===== config.mk =====
export PLATFORM = sky130hd
export DESIGN_NAME = double_ended_queue_core
export DESIGN_NICKNAME = d
export VERILOG_FILES = /design/src/rtl/deq_pkg.sv /design/src/rtl/double_ended_queue_core.sv /design/src/rtl/deq_ram.sv
export SDC_FILE = /design/constraint.sdc
export NUM_CORES = 2
export LEC_CHECK = 0
export BUFFER_PORTS_ARGS = -buffer_cell sky130_fd_sc_hd__buf_2
export CELL_PAD_IN_SITES_DETAIL_PLACEMENT = 1
export CELL_PAD_IN_SITES_GLOBAL_PLACEMENT = 2
export CORE_ASPECT_RATIO = 1.2
export CORE_UTILIZATION = 49
export CTS_BUF_LIST = sky130_fd_sc_hd__clkbuf_4
export DETAILED_ROUTE_END_ITERATION = 12
export PLACE_DENSITY_LB_ADDON = 0.05
export REMOVE_ABC_BUFFERS = 1
export SYNTH_ARGS = -nofsm -noshare
export SYNTH_HDL_FRONTEND = slang
export SYNTH_SLANG_ARGS = --single-unit

===== constraint.sdc =====
create_clock -name i_clk -period 8.9 [get_ports i_clk]
set_input_delay 0.445 -clock i_clk [delete_from_list [all_inputs] [get_ports i_clk]]
set_output_delay 0.445 -clock i_clk [all_outputs]
set_load 0.005 [all_outputs]

===== src/rtl/deq_pkg.sv =====
// shared constants and types for the double-ended queue core
`default_nettype none

package deq_pkg;

    localparam int DEPTH      = 64;
    localparam int DATA_WIDTH = 32;
    localparam int IDX_W      = (DEPTH > 1) ? $clog2(DEPTH) : 1;
    localparam int CNT_W      = $clog2(DEPTH + 1);

    localparam int FUNC_W     = 3;
    localparam int VALUE_W    = 32;
    localparam int FILL_W     = 7;
    localparam int IN_DATA_W  = 32;
    localparam int OUT_DATA_W = 80;

    localparam logic [FUNC_W-1:0] F_PUSH_FRONT   = 3'd0;
    localparam logic [FUNC_W-1:0] F_PUSH_BACK    = 3'd1;
    localparam logic [FUNC_W-1:0] F_REMOVE_FRONT = 3'd2;
    localparam logic [FUNC_W-1:0] F_REMOVE_BACK  = 3'd3;
    localparam logic [FUNC_W-1:0] F_REVERSE      = 3'd4;
    localparam logic [FUNC_W-1:0] F_STATUS       = 3'd5;

    localparam int RESULT_W = 2 * VALUE_W + FILL_W + 4;

    typedef struct packed {
        logic               op_error;
        logic               has_second;
        logic               is_full;
        logic               is_empty;
        logic [FILL_W-1:0]  fill_count;
        logic [VALUE_W-1:0] back_value;
        logic [VALUE_W-1:0] front_value;
    } t_result;

endpackage

`default_nettype wire


===== src/rtl/double_ended_queue_core.sv =====
// top level of the double-ended queue core: control, end-word registers and result queue
//
// Bounded double-ended queue of DEPTH words kept in a ring ram. Each request
// (push front, push back, remove front, remove back, reverse, status) is taken in
// S_IDLE, where the end pointers and count are updated and a ram write or read is
// started; in S_FIN the read word of the new end is collected and the result is
// queued. The words at both ends are kept in registers, so at most one ram access
// is made per request. Reverse flips a direction flag only. A push when full or a
// removal when empty is ignored and reported through op_error. A two-entry
// result queue lets the next request be taken while a result still waits.
`default_nettype none

module double_ended_queue_core (
    input  wire logic                            i_clk,
    input  wire logic                            i_rst_n,
    input  wire logic                            i_s_axis_tvalid,
    output logic                                 o_s_axis_tready,
    // item_value
    input  wire logic [deq_pkg::IN_DATA_W-1:0]   i_s_axis_tdata,
    // func
    input  wire logic [deq_pkg::FUNC_W-1:0]      i_s_axis_tuser,
    output logic                                 o_m_axis_tvalid,
    input  wire logic                            i_m_axis_tready,
    // front_value, back_value, fill_count, is_empty, is_full, has_second,
    // op_error, zero fill
    output logic      [deq_pkg::OUT_DATA_W-1:0]  o_m_axis_tdata
);

    import deq_pkg::*;

    localparam logic S_IDLE = 1'b0;
    localparam logic S_FIN  = 1'b1;

    localparam logic [CNT_W-1:0] CNT_FULL = CNT_W'(DEPTH);
    localparam logic [CNT_W-1:0] CNT_ONE  = CNT_W'(1);
    localparam logic [CNT_W-1:0] CNT_TWO  = CNT_W'(2);

    function automatic logic [IDX_W-1:0] idx_inc(input logic [IDX_W-1:0] i);
        return (i == IDX_W'(DEPTH - 1)) ? '0 : i + 1'b1;
    endfunction

    function automatic logic [IDX_W-1:0] idx_dec(input logic [IDX_W-1:0] i);
        return (i == '0) ? IDX_W'(DEPTH - 1) : i - 1'b1;
    endfunction

    logic                  r_state;
    logic [IDX_W-1:0]      r_front, n_front;
    logic [IDX_W-1:0]      r_back, n_back;
    logic [CNT_W-1:0]      r_count, n_count;
    logic                  r_rev, n_rev;
    logic                  r_err, n_err;
    logic                  r_rd_low, n_rd_low;
    logic                  r_rd_high, n_rd_high;
    logic [DATA_WIDTH-1:0] r_low, n_low;
    logic [DATA_WIDTH-1:0] r_high, n_high;

    t_result               r_q0, n_q0;
    t_result               r_q1, n_q1;
    logic [1:0]            r_q_cnt, n_q_cnt;

    logic                  s_accept;
    logic [FUNC_W-1:0]     func;
    logic [DATA_WIDTH-1:0] item;
    logic                  at_high;
    logic                  empty;
    logic                  full;
    logic                  ram_we;
    logic [IDX_W-1:0]      ram_waddr;
    logic                  ram_re;
    logic [IDX_W-1:0]      ram_raddr;
    logic [DATA_WIDTH-1:0] ram_rdata;
    logic [DATA_WIDTH-1:0] w_low;
    logic [DATA_WIDTH-1:0] w_high;
    logic [DATA_WIDTH-1:0] w_front;
    logic [DATA_WIDTH-1:0] w_back;
    t_result               res;
    logic                  q_push;
    logic                  q_pop;

    assign o_s_axis_tready = (r_state == S_IDLE) && (r_q_cnt != 2'd2);
    assign s_accept        = i_s_axis_tvalid && o_s_axis_tready;
    assign func            = i_s_axis_tuser;
    assign item            = DATA_WIDTH'(i_s_axis_tdata);
    assign empty           = (r_count == '0);
    assign full            = (r_count == CNT_FULL);
    assign at_high         = ((func == F_PUSH_FRONT) || (func == F_REMOVE_FRONT)) ? r_rev : !r_rev;

    // request decode and pointer update
    always_comb begin
        n_front   = r_front;
        n_back    = r_back;
        n_count   = r_count;
        n_rev     = r_rev;
        n_err     = r_err;
        n_rd_low  = r_rd_low;
        n_rd_high = r_rd_high;
        n_low     = r_low;
        n_high    = r_high;
        ram_we    = 1'b0;
        ram_waddr = r_front;
        ram_re    = 1'b0;
        ram_raddr = r_front;
        if (s_accept) begin
            n_err     = 1'b0;
            n_rd_low  = 1'b0;
            n_rd_high = 1'b0;
            case (func)
                F_PUSH_FRONT, F_PUSH_BACK: begin
                    if (full) begin
                        n_err = 1'b1;
                    end else begin
                        ram_we  = 1'b1;
                        n_count = r_count + 1'b1;
                        if (empty) begin
                            n_back    = r_front;
                            ram_waddr = r_front;
                            n_low     = item;
                            n_high    = item;
                        end else if (at_high) begin
                            n_back    = idx_inc(r_back);
                            ram_waddr = idx_inc(r_back);
                            n_high    = item;
                        end else begin
                            n_front   = idx_dec(r_front);
                            ram_waddr = idx_dec(r_front);
                            n_low     = item;
                        end
                    end
                end
                F_REMOVE_FRONT, F_REMOVE_BACK: begin
                    if (empty) begin
                        n_err = 1'b1;
                    end else begin
                        n_count = r_count - 1'b1;
                        if (r_count > CNT_ONE) begin
                            if (at_high) begin
                                n_back    = idx_dec(r_back);
                                ram_raddr = idx_dec(r_back);
                            end else begin
                                n_front   = idx_inc(r_front);
                                ram_raddr = idx_inc(r_front);
                            end
                            if (r_count == CNT_TWO) begin
                                if (at_high) begin
                                    n_high = r_low;
                                end else begin
                                    n_low = r_high;
                                end
                            end else begin
                                ram_re    = 1'b1;
                                n_rd_high = at_high;
                                n_rd_low  = !at_high;
                            end
                        end
                    end
                end
                F_REVERSE: begin
                    n_rev = !r_rev;
                end
                default: begin
                end
            endcase
        end else if (r_state == S_FIN) begin
            n_rd_low  = 1'b0;
            n_rd_high = 1'b0;
            n_low     = w_low;
            n_high    = w_high;
        end
    end

    // end words with the ram read forwarded in S_FIN
    assign w_low   = r_rd_low ? ram_rdata : r_low;
    assign w_high  = r_rd_high ? ram_rdata : r_high;
    assign w_front = empty ? '0 : (r_rev ? w_high : w_low);
    assign w_back  = empty ? '0 : (r_rev ? w_low : w_high);

    always_comb begin
        res.front_value = VALUE_W'(w_front);
        res.back_value  = VALUE_W'(w_back);
        res.fill_count  = FILL_W'(r_count);
        res.is_empty    = empty;
        res.is_full     = full;
        res.has_second  = (r_count >= CNT_TWO);
        res.op_error    = r_err;
    end

    // two-entry result queue
    assign q_push = (r_state == S_FIN);
    assign q_pop  = (r_q_cnt != 2'd0) && i_m_axis_tready;

    always_comb begin
        n_q0    = r_q0;
        n_q1    = r_q1;
        n_q_cnt = r_q_cnt;
        case ({q_push, q_pop})
            2'b10: begin
                if (r_q_cnt == 2'd0) begin
                    n_q0 = res;
                end else begin
                    n_q1 = res;
                end
                n_q_cnt = r_q_cnt + 1'b1;
            end
            2'b01: begin
                n_q0    = r_q1;
                n_q_cnt = r_q_cnt - 1'b1;
            end
            2'b11: begin
                if (r_q_cnt == 2'd1) begin
                    n_q0 = res;
                end else begin
                    n_q0 = r_q1;
                    n_q1 = res;
                end
            end
            default: begin
            end
        endcase
    end

    always_ff @(posedge i_clk) begin
        if (!i_rst_n) begin
            r_state   <= S_IDLE;
            r_front   <= '0;
            r_back    <= '0;
            r_count   <= '0;
            r_rev     <= 1'b0;
            r_err     <= 1'b0;
            r_rd_low  <= 1'b0;
            r_rd_high <= 1'b0;
            r_q_cnt   <= 2'd0;
        end else begin
            r_state   <= s_accept ? S_FIN : S_IDLE;
            r_front   <= n_front;
            r_back    <= n_back;
            r_count   <= n_count;
            r_rev     <= n_rev;
            r_err     <= n_err;
            r_rd_low  <= n_rd_low;
            r_rd_high <= n_rd_high;
            r_q_cnt   <= n_q_cnt;
        end
    end

    always_ff @(posedge i_clk) begin
        r_low  <= n_low;
        r_high <= n_high;
        r_q0   <= n_q0;
        r_q1   <= n_q1;
    end

    deq_ram #(
        .WIDTH (DATA_WIDTH),
        .DEPTH (DEPTH)
    ) u_ring (
        .i_clk   (i_clk),
        .i_we    (ram_we),
        .i_waddr (ram_waddr),
        .i_wdata (item),
        .i_re    (ram_re),
        .i_raddr (ram_raddr),
        .o_rdata (ram_rdata)
    );

    assign o_m_axis_tvalid = (r_q_cnt != 2'd0);
    assign o_m_axis_tdata  = OUT_DATA_W'(r_q0);

endmodule

`default_nettype wire


===== src/rtl/deq_ram.sv =====
// generic single-port-write, single-port-read ram with registered read
`default_nettype none

module deq_ram #(
    parameter int WIDTH = 32,
    parameter int DEPTH = 64,
    localparam int AW = (DEPTH > 1) ? $clog2(DEPTH) : 1
) (
    input  wire logic             i_clk,
    input  wire logic             i_we,
    input  wire logic [AW-1:0]    i_waddr,
    input  wire logic [WIDTH-1:0] i_wdata,
    input  wire logic             i_re,
    input  wire logic [AW-1:0]    i_raddr,
    output logic      [WIDTH-1:0] o_rdata
);

    logic [WIDTH-1:0] r_mem [DEPTH];
    logic [WIDTH-1:0] r_rdata;

    always_ff @(posedge i_clk) begin
        if (i_we) begin
            r_mem[i_waddr] <= i_wdata;
        end
        if (i_re) begin
            r_rdata <= r_mem[i_raddr];
        end
    end

    assign o_rdata = r_rdata;

endmodule

`default_nettype wire

# Word-level counts from Yosys, hierarchy flattened

Memories as Yosys holds them, arrays and structs flattened. A register that Yosys moved wholly into a read port is not among the register bits.
Cells that the tools add are included.

Order comparisons: 2
Eq/ne operators: 31
$add $sub $neg: 8
Bitwise logic cells: 1
Reduce and logical (&&, ||, !) cells: 27
Mux-type cells: 86

Operators with widths:

| cell                | number |
|---|---|
| $mux 32             | 20 |
| $mux 75             | 4 |
| $pmux 75 s3         | 1 |
| $mux 6              | 26 |
| $pmux 75 s2         | 1 |
| $pmux 32 s2         | 2 |
| $mux 1              | 25 |
| $pmux 6 s2          | 2 |
| $ne 2x2->1 const B  | 11 |
| $reduce_and 7->1    | 3 |
| $ne 3x3->1 const B  | 5 |
| $mux 7              | 2 |
| $pmux 7 s2          | 1 |
| $add 6x1->6 const B | 2 |
| $eq 6x6->1 const B  | 2 |
| $logic_not 6->1     | 2 |
| $sub 6x1->6 const B | 2 |
| $reduce_bool 2->1   | 5 |
| $ne 4x4->1 const B  | 2 |
| $reduce_and 8->1    | 1 |
| $add 7x1->7 const B | 1 |
| $eq 7x2->1 const B  | 1 |
| $eq 7x7->1 const B  | 1 |
| $ge 7x2->1 const B  | 1 |
| 24 further kinds    | 32 |

Bits in writable memories: 2048
Memories: 1
Logic and storage cells: 181
Input port bits: 39
Output and inout port bits: 82
Flip-flop bits (word level): 240

Memories:

| name         | depth | width | read ports | clocked after memory_dff | wr ports | line          | source |
|---|---|---|---|---|---|---|---|
| u_ring.r_mem | 64    | 32    | 1          | 1                        | 1        | deq_ram.sv:18 | `logic [WIDTH-1:0] r_mem [DEPTH];` |

# Longest topological paths before layout

Depth after elaboration: 9
Depth in mapped cells: 16
Gate-level depth less buffers: 11

# Cells and area by module

A second synthesis with hierarchy kept.

Cells, all modules: 4617
Area, all modules: 91868.1 µm²

By module, submodules not included:

| module                  | seq. area each (µm²) | times used | area an instance (µm²) | cells each |
|---|---|---|---|---|
| deq_ram                 | 62459.9              | 1          | 79359.9                | 3511 |
| double_ended_queue_core | 6946.7               | 1          | 12508.2                | 1106 |

# Least setup slack after synthesis

OpenSTA, ideal clock, no wires.

Path type: register to register
Start point: register r_q_cnt[0]
End point: register r_q0, in the netlist o_m_axis_tdata[0] (enable)
Required time: 8.288 ns
Data arrival time: 5.903 ns
Stages on the path, launching flop included: 5
Path slack: 2.385 ns
Clock period less this slack: 6.515 ns
Cell sequence: dfxtp_1 -> inv_1 -> ha_1 -> inv_1 -> o21ai_0

Word-level cells in the longest chain between the ends: 5

Ends and longest elaborated chain:

| item                                                      | line                           | source |
|---|---|---|
| from (decl)                                               | double_ended_queue_core.sv:59  | `logic [1:0] r_q_cnt, n_q_cnt;` |
| from (signal assigned)                                    | double_ended_queue_core.sv:241 | `r_q_cnt <= n_q_cnt;` |
| $reduce_bool 2->1 (*)                                     | -                              |  |
| net o_m_axis_tvalid                                       | double_ended_queue_core.sv:22  | `output logic o_m_axis_tvalid,` |
| $logic_and 1x1->1 (*)                                     | double_ended_queue_core.sv:189 | `assign q_pop = (r_q_cnt != 2'd0) && i_m_axis_tready;` |
| $eq 2x2->1 or $eq 2x1->1 (tied branches)                  | double_ended_queue_core.sv:195 | `case ({q_push, q_pop})` |
| $ne 2x2->1 (no line) or $reduce_bool 3->1 (tied branches) | -                              |  |
| $reduce_and 2->1 (no line) (*)                            | -                              |  |
| to (signal assigned)                                      | double_ended_queue_core.sv:248 | `r_q0 <= n_q0;` |
| to (decl)                                                 | double_ended_queue_core.sv:57  | `t_result r_q0, n_q0;` |

Mark *: on every way through the listed nets, which the timed path passes. The rest lies on a longest branch.
A chain may end at the register's enable or synchronous reset.

# Worst setup path after layout

Start point: register r_q_cnt[0]
End point: register u_ring.r_rdata[8] (netlist: u_ring.o_rdata[8]), read port of u_ring.r_mem (data pin)

Word-level cells in the longest chain between the ends: 4

Ends and longest elaborated chain:

| item                             | line                           | source |
|---|---|---|
| $ne 2x2->1 (*)                   | double_ended_queue_core.sv:80  | `assign o_s_axis_tready = (r_state == S_IDLE) && (r_q_cnt != 2'd2);` |
| $logic_and 1x1->1 (*)            | double_ended_queue_core.sv:80  |  |
| $logic_and 1x1->1 (*)            | double_ended_queue_core.sv:81  | `assign s_accept = i_s_axis_tvalid && o_s_axis_tready;` |
| $mux 6 or $mux 1 (tied branches) | double_ended_queue_core.sv:103 | `if (s_accept) begin` |
| to (decl)                        | deq_ram.sv:19                  | `logic [WIDTH-1:0] r_rdata;` |

Every way passes the cells marked *; elsewhere a longest branch is shown, timed or not.

==> out/metrics.yaml <==
outcome:
  status: "finished clean"
worst_hold_path:
  min_to: "r_err"
  whs_path_depth: 6
  hp-class: "in -> reg"
  worstHoldStart: "i_s_axis_tuser[1]"
final_layout:
  final_area_sq_um: 104000
  final_cell_mix: "2294 x edfxtp_1, 1076 x nand2_1, 848 x clkbuf_4, 710 x nand3_1, 264 x mux4_2"
  register_area_sq_um: 69400
  fin_cells: 9214
  fin_util_pct: 55.7
  nNetsFinal: 6428
  layout-drive-gt1-share_pct: 23.0
  n_fill_cell: 17600
  area_growth_syn_to_layout_pct: 12.6
  final_common_cell: "edfxtp_1"
  multiInputGateArea_sq_um: 21500
global_routing:
  overflow: 0
  antenna_found_initial: 32
  grt_max_degree: 143
  grt_use_total_pct: 31.0
  grt_pass1_wl_microns: 417000
  grt_pass1_vias: 58500
worst_setup_path:
  crit_path_start_kind: "flip-flop"
  cp.required_ps: 9930
  reg2reg_depth: 12
  worstPathArrival_ps: 6750
  crit_path_end_kind: "flip-flop"
  crit_type: "reg -> reg"
  crit_fanout: 107
  rr_endpoint: "u_ring.o_rdata[8]"
  rrSetupSlack_ps: 3180
  r2r-start: "r_q_cnt[0]"
sta:
  setup_viol: 0
  hold_viol_final: 0
  skew_ps: 77.9
  min_period_over_period_pct: 64.3
  timing.slew.headroom_pct: 16.4
  max_freq_mhz: 175
  worstMarginPinSlew_ps: 1250
  hold_slack_ps: 269
  timing.final.crit_period_ps: 5720
  grt_setup_unrepaired: "false"
  drv_slew: 0
pwr:
  power_mw: 23.7
  p_leak_nw: 34.6
  power_frac_comb_pct: 9.4
  power_frac_seq_pct: 53.1
  peakVddDrop_v: 0.000136
  internal_power_mw: 17.8
  powerDensity_nw_per_um2: 228
  p_sw_mw: 5.86
  swShare_pct: 24.8
  p_clk_share_pct: 37.5
cts:
  cts_buffers: 601
  cts_htree_levels: 6
  ctsRootBufferMaster: "clkbuf_4"
  cts_tree: "built"
  clock-sinks: 2320
  cts_buffer_depth: 4
  worstSkewPairLatency_ps: 1350
  cts.clk_slew.worst_paths_ps: 70
  ctsResizeCount: 0
logic_synthesis:
  ys_ff_latch: 2320
  synth-edff-count: 2294
  netlist_area_sq_um: 92000
  synth_seq_area_share_pct: 75.4
  muxShareOfSynthArea_pct: 7.55
  synthXorXnorAreaFrac_pct: 0.181
  yosysWarnings: 0
  yosys.area_share.simple_pct: 9.85
  synth_compound_area_share_pct: 4.87
  synth_ff_type: "edfxtp_1"
  syn_avg_cell_area_sq_um: 15.8
  synth_top_family_by_area: "simple AND/OR/NAND/NOR gates"
  synth-adder-area-share_pct: 0.217
  synth_cells: 5839
  async_flop_share_pct: 0
  synth.distinct_cells: 65
place:
  numPortBuffers: 115
  dp.final_hpwl_microns: 161000
  dp.cells: 8173
  dpl_cell_area_sq_um: 96000
  place.gp.congestion: 0.830
route:
  drc_errors: 0
  drt_iter0_drc: 5896
  vias_per_cell: 6.21
  vias: 57200
  wl_per_cell_microns: 32.0
  dr.pass1.iters: 6
  wl_microns: 294000
  drtAntennaViolNets: 0
die:
  chipHeight_microns: 477
  core_sq_um: 186000
  rows: 173
  dieArea_sq_um: 190000
  initial_core_util_pct: 49.5
  die_width_microns: 398
  pin_count: 121
run:
  maxCapViolCount: 0
[worst max-delay path, cell delays in order, from the launching register on]
cell and delay, ps:
dfxtp_1 380, inv_1 80, ha_1 220, or3b_2 480, buf_4 350, nor2_1 520
and2_0 420, a21o_4 740, buf_12 560, mux4_2 400, a22oi_1 300, a31oi_1 230
or4_1 630
[Yosys cell counts, types with 12 or more instances]
cell type	number	share of area, %
a211oi_1	74	0.60
a21o_1	36	0.29
a21oi_1	39	0.21
a22o_1	83	0.79
a22oi_1	112	0.91
a311oi_1	27	0.26
a31oi_1	133	0.90
and3_1	12	0.082
buf_1	39	0.16
buf_2	72	0.39
buf_4	17	0.14
clkbuf_1	251	1.0
dfxtp_1	26	0.57
edfxtp_1	2294	75
ha_1	16	0.22
inv_1	17	0.069
mux2_2	34	0.42
mux2i_1	62	0.67
mux4_2	264	6.5
nand2_1	1079	4.4
nand3_1	710	3.9
nor2_1	206	0.84
o21ai_0	22	0.12
o21bai_1	29	0.24
or4_1	30	0.24
[sequential cells by signal (all words and copies together) (netlist names), 6 cells and up]
name            cells
o_m_axis_tdata     75
r_back              6
r_count             7
r_front             6
r_high             32
r_low              32
r_q1               75
u_ring.o_rdata     32
u_ring.r_mem     2048
[per-layer routing]
layer	part of all wire, %	global-route usage [%]	up-vias
li1	-	-	24000
met1	40	42.0	30000
met2	48	48.6	2709
met3	8.6	7.00	507
met4	3.5	12.5	6
met5	0.014	0	-
[layout make-up]
type	instances	share of cell area [%]
Inverter	20	0.0724
Clock buffer	848	6.14
Clock inverter	133	0.718
Timing Repair Buffer	317	2.34
Antenna cell	13	0.0314
Multi-Input combinational cell	3113	20.8
Tap cell	2450	2.96
Sequential cell	2320	67.0
[cells by family (layout without fill, tap and decap cells)]
family	count (synthesis)	in the layout
flops	2320	2320
simple gates	2098	2098
compound gates	615	615
buf+inv	410	1318
mux	360	360
xor+xnor	19	19
fa+ha+maj	16	16
other cells	1	18
[power by group through the flow]
stage | clock (mW) | combinational [mW] | sequential [mW]
2_1_floorplan | 0 | 1.78 | 12.8
3_3_place_gp | 0 | 2.17 | 12.8
3_5_place_dp | 0 | 2.22 | 12.8
4_1_cts | 9.05 | 2.24 | 12.6
5_1_grt | 9.51 | 2.42 | 12.6
6_report | 8.88 | 2.22 | 12.6
[per-stage QoR]
| stage | setup WS, ps | setup TNS, ps |
|---|---|---|
| after global routing | 3020 | 0 |
| after global placement | 3360 | 0 |
| after detailed placement | 3270 | 0 |
| after floorplan | -14840 | -466360 |
| final | 3180 | 0 |
| after CTS | 3230 | 0 |
[what timing repair did]
action,4_1_cts,5_1_grt
buffers inserted,0,0
hold buffers,47,0
hold endpoints to repair,2112,0
[how the worst max path moves through the flow]
stage	start	endpoint	slack [ps]	cells after the start
after floorplan	r_rev	u_ring.o_rdata[0]	-14840	9
after global placement	r_q_cnt[0]	u_ring.o_rdata[12]	3360	12
after detailed placement	r_q_cnt[0]	u_ring.o_rdata[8]	3270	12
after CTS	r_q_cnt[0]	u_ring.o_rdata[8]	3230	12
after global routing	r_q_cnt[0]	u_ring.o_rdata[8]	3020	12
final	r_q_cnt[0]	u_ring.o_rdata[8]	3180	12
Note: power is estimated with default switching activity, not from simulation.
